<file path="src/hdl/jsu_pkg.sv">
// ----------------------------------------------------------------------------
// jsu_pkg
// Shared types, character codes and helpers for the JSON string unescaper.
// ----------------------------------------------------------------------------
package jsu_pkg;

    // error codes carried with each result item
    typedef enum logic [1:0] {
        ERR_NONE    = 2'd0,
        ERR_ESCAPE  = 2'd1,
        ERR_HEX     = 2'd2,
        ERR_EARLY   = 2'd3
    } t_err;

    localparam int unsigned HEX_DIGITS = 4;
    localparam int unsigned HEX_CNT_W  = 3;
    localparam int unsigned UNIT_W     = 16;

    // characters that the decoder looks for
    localparam logic [7:0] CH_NUL       = 8'h00;
    localparam logic [7:0] CH_QUOTE     = 8'h22;
    localparam logic [7:0] CH_BACKSLASH = 8'h5c;
    localparam logic [7:0] CH_SLASH     = 8'h2f;
    localparam logic [7:0] CH_LOW_B     = 8'h62;
    localparam logic [7:0] CH_LOW_T     = 8'h74;
    localparam logic [7:0] CH_LOW_N     = 8'h6e;
    localparam logic [7:0] CH_LOW_F     = 8'h66;
    localparam logic [7:0] CH_LOW_R     = 8'h72;
    localparam logic [7:0] CH_LOW_U     = 8'h75;

    // control codes produced by the short escapes
    localparam logic [7:0] CODE_BS = 8'h08;
    localparam logic [7:0] CODE_HT = 8'h09;
    localparam logic [7:0] CODE_LF = 8'h0a;
    localparam logic [7:0] CODE_FF = 8'h0c;
    localparam logic [7:0] CODE_CR = 8'h0d;

    // decoder state kept between items
    typedef struct packed {
        logic                  escape_pending;
        logic [HEX_CNT_W-1:0]  hex_count;
        logic [UNIT_W-1:0]     hex_accum;
        logic                  wide_seen;
    } t_state;

    // one result item
    typedef struct packed {
        logic [UNIT_W-1:0] code_unit;
        logic              unit_valid;
        logic              last;
        logic              wide;
        t_err              error_code;
    } t_result;

    // decoder outcome for one byte
    typedef struct packed {
        logic    emit;
        t_result res;
    } t_dec;

    // bit 4 set when the byte is not a hex digit
    function automatic logic [4:0] hex_value(input logic [7:0] b);
        logic [4:0] v;
        v = 5'h10;
        if (b >= 8'h30 && b <= 8'h39) begin
            v = {1'b0, 4'(b - 8'h30)};
        end else if (b >= 8'h61 && b <= 8'h66) begin
            v = {1'b0, 4'(b - 8'h57)};
        end else if (b >= 8'h41 && b <= 8'h46) begin
            v = {1'b0, 4'(b - 8'h37)};
        end
        return v;
    endfunction

endpackage

</file>
<file path="src/hdl/jsu_if.sv">
// ----------------------------------------------------------------------------
// jsu_byte_if / jsu_unit_if
// Valid/ready channels for string bytes in and decoded items out.
// ----------------------------------------------------------------------------
interface jsu_byte_if;
    logic       valid;
    logic       ready;
    logic [7:0] in_byte;

    modport source (output valid, output in_byte, input ready);
    modport sink   (input valid, input in_byte, output ready);
endinterface

interface jsu_unit_if;
    logic        valid;
    logic        ready;
    logic [15:0] code_unit;
    logic        unit_valid;
    logic        last;
    logic        wide;
    logic [1:0]  error_code;

    modport source (output valid, output code_unit, output unit_valid,
                    output last, output wide, output error_code, input ready);
    modport sink   (input valid, input code_unit, input unit_valid,
                    input last, input wide, input error_code, output ready);
endinterface

</file>
<file path="src/hdl/jsu_decode.sv">
// ----------------------------------------------------------------------------
// jsu_decode
// Per-byte escape decoder: next state and optional result from one byte.
// ----------------------------------------------------------------------------
module jsu_decode (
    input  logic [7:0]      i_byte,
    input  jsu_pkg::t_state i_state,
    output jsu_pkg::t_state o_state,
    output jsu_pkg::t_dec   o_dec
);
    import jsu_pkg::*;

    logic [4:0]           hex_d;
    logic [UNIT_W-1:0]    acc;
    logic [HEX_CNT_W-1:0] cnt;
    t_state               nxt;
    t_dec                 dec;

    always_comb begin
        hex_d = hex_value(i_byte);
        acc   = {i_state.hex_accum[UNIT_W-5:0], hex_d[3:0]};
        cnt   = i_state.hex_count - HEX_CNT_W'(1);
        nxt   = i_state;
        dec   = '0;

        if (i_byte == CH_NUL) begin
            dec.emit           = 1'b1;
            dec.res.last       = 1'b1;
            dec.res.error_code = ERR_EARLY;
        end else if (i_state.hex_count != '0) begin
            if (hex_d[4]) begin
                dec.emit           = 1'b1;
                dec.res.last       = 1'b1;
                dec.res.error_code = ERR_HEX;
            end else if (cnt == '0) begin
                nxt.hex_count = '0;
                nxt.hex_accum = '0;
                nxt.wide_seen = i_state.wide_seen | (acc[UNIT_W-1:8] != '0);
                dec.emit           = 1'b1;
                dec.res.code_unit  = acc;
                dec.res.unit_valid = 1'b1;
            end else begin
                nxt.hex_count = cnt;
                nxt.hex_accum = acc;
            end
        end else if (i_state.escape_pending) begin
            nxt.escape_pending = 1'b0;
            dec.emit           = 1'b1;
            dec.res.unit_valid = 1'b1;
            unique case (i_byte)
                CH_LOW_B:     dec.res.code_unit = UNIT_W'(CODE_BS);
                CH_LOW_T:     dec.res.code_unit = UNIT_W'(CODE_HT);
                CH_LOW_N:     dec.res.code_unit = UNIT_W'(CODE_LF);
                CH_LOW_F:     dec.res.code_unit = UNIT_W'(CODE_FF);
                CH_LOW_R:     dec.res.code_unit = UNIT_W'(CODE_CR);
                CH_QUOTE:     dec.res.code_unit = UNIT_W'(CH_QUOTE);
                CH_SLASH:     dec.res.code_unit = UNIT_W'(CH_SLASH);
                CH_BACKSLASH: dec.res.code_unit = UNIT_W'(CH_BACKSLASH);
                CH_LOW_U: begin
                    dec.emit           = 1'b0;
                    dec.res.unit_valid = 1'b0;
                    nxt.hex_count      = HEX_CNT_W'(HEX_DIGITS);
                    nxt.hex_accum      = '0;
                end
                default: begin
                    dec.res.unit_valid = 1'b0;
                    dec.res.last       = 1'b1;
                    dec.res.error_code = ERR_ESCAPE;
                end
            endcase
        end else if (i_byte == CH_QUOTE) begin
            dec.emit     = 1'b1;
            dec.res.last = 1'b1;
        end else if (i_byte == CH_BACKSLASH) begin
            nxt.escape_pending = 1'b1;
        end else begin
            dec.emit           = 1'b1;
            dec.res.code_unit  = UNIT_W'(i_byte);
            dec.res.unit_valid = 1'b1;
        end

        // wide flag reflects this result, then a finished string starts afresh
        dec.res.wide = nxt.wide_seen;
        if (dec.emit && dec.res.last) begin
            nxt = '0;
        end
    end

    assign o_state = nxt;
    assign o_dec   = dec;

endmodule

</file>
<file path="src/hdl/json_string_unescape.sv">
// ----------------------------------------------------------------------------
// json_string_unescape
// Streaming decoder for the body of a JSON string, taking one byte at a time.
// ----------------------------------------------------------------------------
// Feed the bytes that follow the opening quote, one per cycle. Plain bytes and
// completed escapes (\b \t \n \f \r \" \/ \\ and \u with exactly four hex
// digits) each give one 16-bit code unit. Backslashes, the u of \u and hex
// digits short of the fourth give no item. A closing quote, a bad escape, a bad
// hex digit or a zero byte gives one item with last set; wide says whether any
// unit of the string went above 0xff, and the decoder then starts a new string.
// The block takes one byte every cycle when the output is not stalled; a byte
// passes an input register, the decode logic and an output register, which
// presents its item until it is taken. Stalls at the output reach the input
// through the ready chain of the two registers.
// ----------------------------------------------------------------------------
module json_string_unescape (
    input  logic              i_clk,
    input  logic              i_rst_n,
    jsu_byte_if.sink          i_byte,
    jsu_unit_if.source        o_unit
);
    import jsu_pkg::*;

    // input register
    logic       r_in_valid;
    logic [7:0] r_in_byte;

    // decoder state
    t_state     r_state;
    t_state     n_state;
    t_dec       dec;

    // output register
    logic       r_out_valid;
    t_result    r_out;

    logic       out_free;   // output register may load this cycle
    logic       adv;        // byte in the input register is consumed
    logic       in_take;    // new byte accepted

    jsu_decode u_decode (
        .i_byte  (r_in_byte),
        .i_state (r_state),
        .o_state (n_state),
        .o_dec   (dec)
    );

    assign out_free = !r_out_valid || o_unit.ready;
    // a byte that yields no item never waits for the output side
    assign adv      = r_in_valid && (!dec.emit || out_free);
    assign in_take  = i_byte.valid && i_byte.ready;

    assign i_byte.ready = !r_in_valid || adv;

    always_ff @(posedge i_clk) begin
        if (!i_rst_n) begin
            r_in_valid  <= 1'b0;
            r_out_valid <= 1'b0;
            r_state     <= '0;
        end else begin
            // input stage
            if (i_byte.ready) begin
                r_in_valid <= i_byte.valid;
            end
            // decoder state moves on with each consumed byte
            if (adv) begin
                r_state <= n_state;
            end
            // output stage
            if (adv && dec.emit) begin
                r_out_valid <= 1'b1;
            end else if (o_unit.ready) begin
                r_out_valid <= 1'b0;
            end
        end
    end

    // payload registers
    always_ff @(posedge i_clk) begin
        if (in_take) begin
            r_in_byte <= i_byte.in_byte;
        end
        if (adv && dec.emit) begin
            r_out <= dec.res;
        end
    end

    assign o_unit.valid      = r_out_valid;
    assign o_unit.code_unit  = r_out.code_unit;
    assign o_unit.unit_valid = r_out.unit_valid;
    assign o_unit.last       = r_out.last;
    assign o_unit.wide       = r_out.wide;
    assign o_unit.error_code = r_out.error_code;

    // ------------------------------------------------------------------------
    // assertions
    // ------------------------------------------------------------------------

    // a finishing item leaves the decoder in its start state
    a_last_clears: assert property (@(posedge i_clk) disable iff (!i_rst_n)
        (adv && dec.emit && dec.res.last) |=> (r_state == '0))
        else $error("state not cleared after last item");

    // an item never carries both a unit and an error
    a_unit_no_err: assert property (@(posedge i_clk) disable iff (!i_rst_n)
        r_out_valid |-> !(r_out.unit_valid && (r_out.error_code != ERR_NONE)))
        else $error("unit and error in one item");

    // never inside a hex escape and awaiting an escape letter at once
    a_mode_excl: assert property (@(posedge i_clk) disable iff (!i_rst_n)
        r_state.escape_pending |-> (r_state.hex_count == '0))
        else $error("escape and hex modes overlap");

    // a stalled item is not overwritten
    a_out_hold: assert property (@(posedge i_clk) disable iff (!i_rst_n)
        (r_out_valid && !o_unit.ready) |=> (r_out_valid && $stable(r_out)))
        else $error("stalled item lost");

endmodule

</file>
<file path="src/flat_wrapper.sv">
// flat-port wrapper written by rule: the top's interface ports become plain ports
module json_string_unescape_flat import jsu_pkg::*;
  (i_clk, i_rst_n, i_byte_valid, i_byte_in_byte, i_byte_ready, o_unit_valid, o_unit_code_unit, o_unit_unit_valid, o_unit_last, o_unit_wide, o_unit_error_code, o_unit_ready);
  jsu_byte_if i_byte_i ();
  jsu_unit_if o_unit_i ();
  input  logic i_clk;
  input  logic i_rst_n;
  input wire logic [$bits(i_byte_i.valid)-1:0] i_byte_valid;
  input wire logic [$bits(i_byte_i.in_byte)-1:0] i_byte_in_byte;
  output wire logic [$bits(i_byte_i.ready)-1:0] i_byte_ready;
  output wire logic [$bits(o_unit_i.valid)-1:0] o_unit_valid;
  output wire logic [$bits(o_unit_i.code_unit)-1:0] o_unit_code_unit;
  output wire logic [$bits(o_unit_i.unit_valid)-1:0] o_unit_unit_valid;
  output wire logic [$bits(o_unit_i.last)-1:0] o_unit_last;
  output wire logic [$bits(o_unit_i.wide)-1:0] o_unit_wide;
  output wire logic [$bits(o_unit_i.error_code)-1:0] o_unit_error_code;
  input wire logic [$bits(o_unit_i.ready)-1:0] o_unit_ready;
  assign i_byte_i.valid = i_byte_valid;
  assign i_byte_i.in_byte = i_byte_in_byte;
  assign i_byte_ready = i_byte_i.ready;
  assign o_unit_valid = o_unit_i.valid;
  assign o_unit_code_unit = o_unit_i.code_unit;
  assign o_unit_unit_valid = o_unit_i.unit_valid;
  assign o_unit_last = o_unit_i.last;
  assign o_unit_wide = o_unit_i.wide;
  assign o_unit_error_code = o_unit_i.error_code;
  assign o_unit_i.ready = o_unit_ready;
  json_string_unescape u_core (.i_clk(i_clk), .i_rst_n(i_rst_n), .i_byte(i_byte_i), .o_unit(o_unit_i));
endmodule
</file>
<file path="config.mk">
export PLATFORM = sky130hd
export DESIGN_NAME = json_string_unescape_flat
export DESIGN_NICKNAME = d
export VERILOG_FILES = /design/src/hdl/jsu_pkg.sv /design/src/hdl/jsu_if.sv /design/src/hdl/jsu_decode.sv /design/src/hdl/json_string_unescape.sv /design/src/flat_wrapper.sv
export SDC_FILE = /design/constraint.sdc
export NUM_CORES = 1
export LEC_CHECK = 0
export ABC_AREA = 1
export BUFFER_PORTS_ARGS = -buffer_cell sky130_fd_sc_hd__buf_2
export CAP_MARGIN = 20
export CELL_PAD_IN_SITES_DETAIL_PLACEMENT = 0
export CELL_PAD_IN_SITES_GLOBAL_PLACEMENT = 1
export CORE_MARGIN = 4
export CORE_UTILIZATION = 35
export DETAILED_ROUTE_END_ITERATION = 7
export PLACE_DENSITY = 0.74
export SLEW_MARGIN = 10
export SYNTH_ARGS = -nofsm -noshare
export SYNTH_HDL_FRONTEND = slang
export SYNTH_SLANG_ARGS = --single-unit
</file>
<file path="constraint.sdc">
create_clock -name i_clk -period 3.3 [get_ports i_clk]
set_clock_uncertainty 0.15 [all_clocks]
set_input_delay 0.165 -clock i_clk [delete_from_list [all_inputs] [get_ports i_clk]]
set_output_delay 0.165 -clock i_clk [all_outputs]
set_load 0.005 [all_outputs]
</file>
==> out/results.ini, run 1 <==
[logic_synthesis]
yosys_warnings=0
syn_nets=342
synthDistinctLibCells=35
synth_area_um2=2710
synth_top_area_cell=edfxtp_1
synth_seq_area_share_pct=46.2
synth-seq-cells=48
syn_area_per_cell_um2=8.39
synth.top_cells.by_area=edfxtp_1 32%, dfxtp_1 14%, nand2_1 8.3%
synth.most_common_cell=nand2_1
synth_ff_type=edfxtp_1
synthCells=323
synth_common_cells=60 x nand2_1, 45 x nor2_1, 41 x nand3_1
yosys.area.top_type_share_pct=32.1
async_reset_ff_share_pct=0
synth-edff-count=29

[run]
cap_viol_max_count=0

[detailed_routing]
wl_per_cell_um=12.8
detailedRoute.firstIterationViolations=195
num_vias=2262
drc=0
via_per_inst=4.86
route.antenna.remaining_nets=0
wl_um=5940
drtPass1Iterations=4

[clocking]
cts_resized=0
hold_buffers=9
root_buffer=clkbuf_8
htreeDepth=2
cts_tree=done
worstSkewPairLatency_ns=0.30
cts.path.max_buffers=2
clock-sinks=48
clk_pin_slew_ns=0.09
cts_buffers=5
cts_setup_buffers=0

[global_routing]
antenna_found_initial=0
grt_max_degree=28
grt.total_usage_pct=13.5
grt_pass1_vias=1996
gr-total-overflow=0
grt_first_pass_wirelength_um=9650

[hold_path]
hold_path.class=primary input to register

[worst_setup_path]
critPathRequiredTime_ns=3.35
cp_data_arrival_time_ns=2.63
crit_chain=inv_1, ha_1, inv_1, nand2_1, nand2_1, nand2_1, nand2_4, nand3_1, nand2_2, nor2_4, nand3_4, nand3_2, nand2_1, nand2_1, nor2_1
crit_fanout=27
worst-path-buf-inv=2
worst_setup_path_start_kind=register
crit_path_frequent_cell=nand2_1
end_kind=register
critPathKind=register to register
path_delay_family=simple AND/OR/NAND/NOR gates
cp_slowest_cell=edfxtp_1
slowest_delay_ns=0.46

[die]
die_y_um=96.0
initial_utilization_pct=36.8
top_level_ports=35
coreArea_um2=7370
die-area_um2=9220
fp.dieW_um=96.0
rows=31

[timing]
setup_tns_ns=0
slew_viol_final=0
rsz0062_at_grt=false
worstMarginPinSlew_ns=0.523
timing.final.crit_share_pct=78.1
clock.fmax_ghz=0.388
hold_violations=0
slew_headroom_pct=65.0
period_minus_slack_ns=2.58
setup_viol=0

[layout]
drive_above_1_share_pct=20.8
final_util_pct=42.8
synthToLayoutAreaGrowth_pct=16.5
antenna_cells=0
fin_nets=384
num-fill-cells=757

[place]
gp_congestion=0.888
port_buffers=34
hpwlAfterDp_um=4480

[outcome]
status=completed

[power_and_ir_drop]
cellPowerDensity_nw_per_um2=677
peakVddDrop_uv=299
static-leakage-power_nw=1.33

## report_power, final
part           switching, mW  total (mW)  internal, mW
Sequential            0.0658       0.845         0.779
Clock                  0.204       0.432         0.228
Combinational          0.570       0.859         0.289
Total                  0.840        2.14          1.30
## final cells by class
| cell class | count | area, um^2 | share of cell area [%] |
|---|---|---|---|
| Clock buffer | 5 | 68.8 | 2.18 |
| Clock inverter | 3 | 46.3 | 1.47 |
| Inverter | 37 | 139 | 4.40 |
| Multi-Input combinational cell | 227 | 1240 | 39.4 |
| Sequential cell | 48 | 1250 | 39.6 |
| Tap cell | 99 | 124 | 3.92 |
| Timing Repair Buffer | 46 | 283 | 8.96 |
## logic make-up (layout without fill, tap and decap cells)
logic type               count (synthesis)  after routing  share of synthesized area [%]
XOR/XNOR                                 4              4                           1.29
buffers and inverters                   48             91                           7.89
adder cells (fa/ha/maj)                  7              7                           3.23
AND/OR/NAND/NOR                        176            176                           31.4
AO/OA/AOI/OAI                           40             40                           10.0
flip-flops                              48             48                           46.2
## worst register-to-register path, stage by stage (launching register included)
cell and delay, ns:
edfxtp_1 0.46, inv_1 0.21, ha_1 0.24, inv_1 0.07, nand2_1 0.06, nand2_1 0.05, nand2_1 0.09, nand2_4 0.09
nand3_1 0.15, nand2_2 0.10, nor2_4 0.13, nand3_4 0.31, nand3_2 0.21, nand2_1 0.07, nand2_1 0.05, nor2_1 0.04
## through the flow
stage | instance area (um^2) | hold slack, ns | instances | total power, mW | worst slack [ns]
final | 3160 | 0.0838 | 465 | 2.14 | 0.724
after detailed placement | 2950 | 0.193 | 448 | 1.71 | 0.774
after floorplan | 2710 | 0.114 | 323 | 1.55 | 0.514
after global placement | 2950 | 0.194 | 448 | 1.71 | 0.797
after CTS | 3160 | 0.0729 | 465 | 2.15 | 0.752
after global routing | 3160 | 0.102 | 465 | 2.28 | 0.503
## metal layers
metal | GRT usage [%] | share of wire [%]
met1 | 19.9 | 49
met5 | 0 | 0
met3 | 2.81 | 8.0
met2 | 20.0 | 42
met4 | 3.55 | 1.1
## final timing paths
kind / startpoint / end / slack [ns] / cells after the start
max: u_core.r_in_byte[0] / u_core.r_state[19] / 0.72 / 15
min: o_unit_ready / u_core.o_unit.valid / 0.08 / 4
max reg2reg: u_core.r_in_byte[0] / u_core.r_state[19] / 0.72 / 15
min reg2reg: u_core.r_state[0] / u_core.r_state[0] / 0.31 / 2
## placed cells by master, fill, tap and decap left out, types with 2 or more instances in the layout
cell | netlist | layout
a21oi_1 | 11 | 11
a21oi_2 | 6 | 6
a32o_1 | 3 | 3
buf_2 | 3 | 34
buf_4 | 0 | 3
clkbuf_8 | 0 | 5
dfxtp_1 | 19 | 19
dlygate4sd3_1 | 0 | 9
edfxtp_1 | 29 | 29
ha_1 | 7 | 7
inv_1 | 31 | 31
inv_2 | 5 | 5
nand2_1 | 60 | 60
nand2_2 | 5 | 5
nand2_4 | 6 | 6
nand3_1 | 41 | 41
nand3_2 | 2 | 2
nand3b_1 | 2 | 2
nand4_1 | 7 | 7
nor2_1 | 45 | 45
nor2_4 | 2 | 2
nor3_1 | 3 | 3
o21ai_0 | 13 | 13
o21bai_1 | 2 | 2
xor2_1 | 3 | 3
## state kept, by name (all words and copies together) (netlist names)
name                      cells
u_core.o_unit.unit_valid      1
u_core.o_unit.error_code      2
u_core.o_unit.last            1
u_core.o_unit.valid           1
u_core.o_unit.code_unit      16
u_core.r_in_byte              8
u_core.r_in_valid             1
u_core.r_state               17
u_core.o_unit.wide            1
Power figures use the tool's default switching activity.
==> inputs of run 2 (changes only) <==
- PLACE_DENSITY: 0.74 -> 0.77
- clock period: 3.3 -> 2.2 ns (I/O delays scaled with it)
==> out/results.ini, run 2 (synthesis gave the netlist of run 1 again) <==
[clocking]
cts.path.max_buffers=2
htreeDepth=2
cts_tree=done
root_buffer=clkbuf_8
worstSkewPairLatency_ns=0.30
clk_pin_slew_ns=0.09
clock-sinks=48
cts_buffers=5

[global_routing]
grt.total_usage_pct=14.0
gr-total-overflow=0
grt_max_degree=27
grt_first_pass_wirelength_um=9990
antenna_found_initial=0
grt_pass1_vias=2095

[layout]
antenna_cells=0
fin_nets=409
final_common_cell=nand2_1
finish.cell_count_without_fillers=490
final_util_pct=47.1
largest_reg_flops=17
synthToLayoutAreaGrowth_pct=28.0
drive_above_1_share_pct=30.9
largest_register=u_core.r_state
final_cell_mix=57 x nand2_1, 43 x nor2_1, 36 x nand3_1

[outcome]
status=finished with violations
violations=setup timing

[timing]
slew_headroom_pct=60.4
worstMarginPinSlew_ns=0.591
timing.final.crit_share_pct=100
slew_viol_final=0
hold_violations=0
setup_ws_ns=-0.000207
period_minus_slack_ns=2.20
clock.fmax_ghz=0.455
setup_viol=6
rsz0062_at_grt=true

[worst_setup_path]
reg2reg_from=u_core.r_in_byte[0]
cp_data_arrival_time_ns=2.06
slowest_delay_ns=0.43
end_kind=register
crit_chain=inv_2, ha_4, nand2_1, nor2_4, nand4_2, o211ai_2, nand2_4, a21boi_4, nand2_4, clkinvlp_4, buf_12
cp_slowest_cell=edfxtp_1
critPathKind=register to register
crit_path_frequent_cell=nand2_4
crit_fanout=21
worst_setup_path_start_kind=register
r2r_cells=11
cp-startpoint=u_core.r_in_byte[0]
critPathRequiredTime_ns=2.06

[detailed_routing]
num_vias=2332
detailedRoute.firstIterationViolations=161
dr_wl_met3_um=402
dr_wl_met2_um=2490
drtPass1Iterations=4
route.antenna.remaining_nets=0
top_layer_used=met4
drc=0
wl_per_cell_um=12.3
wl_met1_um=3040
via_per_inst=4.76
wl_um=6010

[power_and_ir_drop]
p_sw_mw=1.32
p_comb_share_pct=44.9
cellPowerDensity_nw_per_um2=994
clkPwrFrac_pct=18.6
power.total_mw=3.45
peakVddDrop_uv=451
p_int_mw=2.13
static-leakage-power_nw=1.46
power_frac_seq_pct=36.4
switching_share_pct=38.2

[die]
die_y_um=96.0
rows=31
initial_utilization_pct=36.8
top_level_ports=35
die-area_um2=9220
fp.dieW_um=96.0
coreArea_um2=7370

[place]
gp_congestion=0.873
dp.cells=471
port_buffers=34
hpwlAfterDp_um=4560

[hold_path]
min_path_cells=3
hold_path.class=primary input to register
min-delay-start=i_rst_n

[run]
cap_viol_max_count=0

run 2: cell count changes in the layout (fill, tap and decap cells not counted), moves of 3 or more:
| cell | previous run | this run |
|---|---|---|
| buf_4 | 3 | 24 |
| inv_2 | 5 | 9 |
| nand3_1 | 41 | 36 |
| nand2_1 | 60 | 57 |
| inv_1 | 31 | 25 |
| nand3_2 | 2 | 6 |
run 2: metal layers:
| metal | GRT usage (%) | vias up |
|---|---|---|
| met5 | 0 | - |
| met4 | 3.20 | 0 |
| met3 | 2.81 | 5 |
| met2 | 21.4 | 64 |
| met1 | 20.4 | 1051 |
| li1 | - | 1212 |
run 2: stage by stage:
step                      setup TNS (ns)  worst slack, ns  area [um^2]  hold slack, ns
after floorplan                    -5.54           -0.264         2740          0.0589
after global placement           -0.0219         -0.00755         3180           0.138
after detailed placement         -0.0849          -0.0233         3180           0.138
after CTS                              0           0.0118         3400          0.0428
after global routing               -3.90           -0.131         3470          0.0509
final                           -0.00105        -0.000207         3470          0.0503
run 2: final timing paths:
check / end / slack, ns
max reg2reg: u_core.o_unit.error_code[1] / -0.0002
max: u_core.o_unit.error_code[1] / -0.0002
min: u_core.r_state[6] / 0.05
min reg2reg: u_core.r_state[0] / 0.31
run 2: final cells by class:
cell class	instances	area, um^2
repair buffers	71	503
clock inverters	3	47.5
multi-input cells	227	1330
clock buffers	5	68.8
well taps	99	124
flip-flops and latches	48	1250
fillers	716	3900
inverters	37	146
run 2: power by group through the flow:
| stage | clock network [mW] | registers (mW) | logic, mW |
|---|---|---|---|
| global route | 0.712 | 1.28 | 1.74 |
| detailed placement | 0 | 1.28 | 1.49 |
| floorplan | 0 | 1.27 | 1.07 |
| CTS | 0.659 | 1.26 | 1.51 |
| global placement | 0 | 1.28 | 1.48 |
| finish | 0.642 | 1.26 | 1.55 |
run 2: what timing repair did:
action	CTS	global route
resized for setup	2	17
endpoints found under the hold margin	9	0
pin swaps	1	1
setup endpoints to repair	15	49
setup buffers	1	1
hold buffers	9	0
run 2: critical path: cells and delay by family (launching register included):
family | cells | cell delay, ns
flops | 1 | 0.43
buf+inv | 3 | 0.35
fa+ha+maj | 1 | 0.16
compound gates | 2 | 0.30
simple gates | 5 | 0.51
==> inputs of run 3 (changes only) <==
- BUFFER_PORTS_ARGS: -buffer_cell sky130_fd_sc_hd__buf_2 -> -buffer_cell sky130_fd_sc_hd__buf_4
==> out/results.ini, run 3 (synthesis gave the netlist of run 1 again) <==
[clocking]
htreeDepth=2
clk_pin_slew_ns=0.09
cts_buffers=5
worstSkewPairLatency_ns=0.30
clock-sinks=48
cts_tree=done
root_buffer=clkbuf_8
cts.path.max_buffers=2

[layout]
num-fill-cells=714
drive_above_1_share_pct=31.4
largest_reg_flops=17
finish.cell_count_without_fillers=497
fin_nets=416
largest_register=u_core.r_state
seq_area_um2=1250
synthToLayoutAreaGrowth_pct=34.1
antenna_cells=0
final_common_cell=buf_4
multi_input_area_um2=1300
final_util_pct=49.3
final_cell_mix=61 x buf_4, 56 x nand2_1, 42 x nor2_1

[hold_path]
hold_path.class=primary input to register

[worst_setup_path]
crit_path_frequent_cell=nand2_4
crit_fanout=21
worst_setup_path_start_kind=register
critPathRequiredTime_ns=2.06
cp_slowest_cell=edfxtp_1
end_kind=register
cp_data_arrival_time_ns=2.08
critPathKind=register to register
slowest_delay_ns=0.42
crit_chain=inv_2, ha_2, nand3_1, nand2_2, nand2_4, nand2_4, nand2_4, nand2_4, nand2_4, a21boi_4, nand2_4, clkinvlp_4, buf_12

[place]
hpwlAfterDp_um=4750
dp.cells=473
gp_congestion=0.875
place_ws_ns=-0.0212
port_buffers=34

[global_routing]
grt_max_degree=25
grt_busiest_layer=met2
grt.total_usage_pct=14.3
use_met3_pct=2.58
antenna_found_initial=0
gr-total-overflow=0
met2_usage_pct=21.6
grtUsageMet1_pct=21.0
grt_pass1_vias=2122
grt_first_pass_wirelength_um=10200

[die]
rows=31
die-area_um2=9220
initial_utilization_pct=36.8
coreArea_um2=7370
die_y_um=96.0
fp.dieW_um=96.0
top_level_ports=35

[power_and_ir_drop]
p_comb_share_pct=47.4
p_int_mw=2.26
static-leakage-power_nw=1.54
power_frac_seq_pct=35.0
peakVddDrop_uv=470
p_sw_mw=1.35
cellPowerDensity_nw_per_um2=994
switching_share_pct=37.3
clkPwrFrac_pct=17.7

[detailed_routing]
via_per_inst=4.91
route.antenna.remaining_nets=0
wl_um=6310
drc=0
wl_per_cell_um=12.7
detailedRoute.firstIterationViolations=176
num_vias=2441
drtPass1Iterations=4

[timing]
hold_violations=0
hold_ws_ns=0.0566
rsz0062_at_grt=true
slew_headroom_pct=71.9
worstMarginPinSlew_ns=0.420
setup_ws_ns=-0.0186
slew_viol_final=0
period_minus_slack_ns=2.22
timing.final.crit_share_pct=101
setup_tns_ns=-0.248
setup_viol=21
clock.fmax_ghz=0.451

[run]
cap_viol_max_count=0

[outcome]
violations=setup timing
status=finished with violations

## run 3: cell count changes in the layout (fill, tap and decap cells not counted), moves of 2 or more
| cell | before | now |
|---|---|---|
| buf_4 | 24 | 61 |
| nand2_2 | 6 | 8 |
| buf_12 | 2 | 4 |
| nor2_2 | 2 | 4 |
| clkbuf_16 | 0 | 2 |
| nand3_2 | 6 | 3 |
| buf_2 | 34 | 0 |
| nand3_1 | 36 | 40 |
## run 3: path summary, 6_finish.rpt
| path | cells past startpoint | slack [ns] | to | from |
|---|---|---|---|---|
| hold / removal | 4 | 0.06 | u_core.o_unit.valid | o_unit_ready |
| hold reg to reg | 2 | 0.32 | u_core.r_state[0] | u_core.r_state[0] |
| setup / recovery | 13 | -0.02 | u_core.o_unit.error_code[0] | u_core.r_in_byte[1] |
| setup reg to reg | 13 | -0.02 | u_core.o_unit.error_code[0] | u_core.r_in_byte[1] |
## run 3: cell type report
cell class	instances	area share (%)
clock buffers	5	1.89
clock inverters	3	1.31
multi-input cells	227	35.7
flip-flops and latches	48	34.4
inverters	37	4.03
repair buffers	78	19.2
well taps	99	3.41
## run 3: power by group through the flow
stage	combinational (mW)	clock, mW	sequential, mW
finish	1.71	0.638	1.26
global route	1.89	0.712	1.28
CTS	1.67	0.659	1.26
detailed placement	1.64	0	1.28
global placement	1.63	0	1.28
floorplan	1.07	0	1.27
## run 3: critical path, delay by kind of cell (launching register included)
kind | cells | cell delay, ns
fa+ha+maj | 1 | 0.19
buf+inv | 3 | 0.35
simple gates | 8 | 0.62
compound gates | 1 | 0.20
flops | 1 | 0.42
## run 3: timing repair
| item | 4_1_cts | 5_1_grt |
|---|---|---|
| gates cloned | 0 | 2 |
| setup buffers | 1 | 3 |
| gates resized for setup | 1 | 15 |
| pin swaps | 1 | 1 |
| hold buffers | 10 | 0 |
| hold endpoints to repair | 24 | 0 |
| endpoints found under the setup margin | 14 | 49 |
## run 3: stage by stage
step                      power [mW]  cell area, um^2
final                           3.61             3630
after global routing            3.88             3630
after CTS                       3.59             3520
after detailed placement        2.93             3290
after global placement          2.91             3290
after floorplan                 2.34             2740
## run 3: per-layer routing
| metal | vias to the layer above | wire length, um |
|---|---|---|
| met2 | 66 | 2770 |
| met1 | 1138 | 3170 |
| met3 | 6 | 308 |
| met4 | 0 | 63 |
| li1 | 1231 | - |
| met5 | - | 0 |
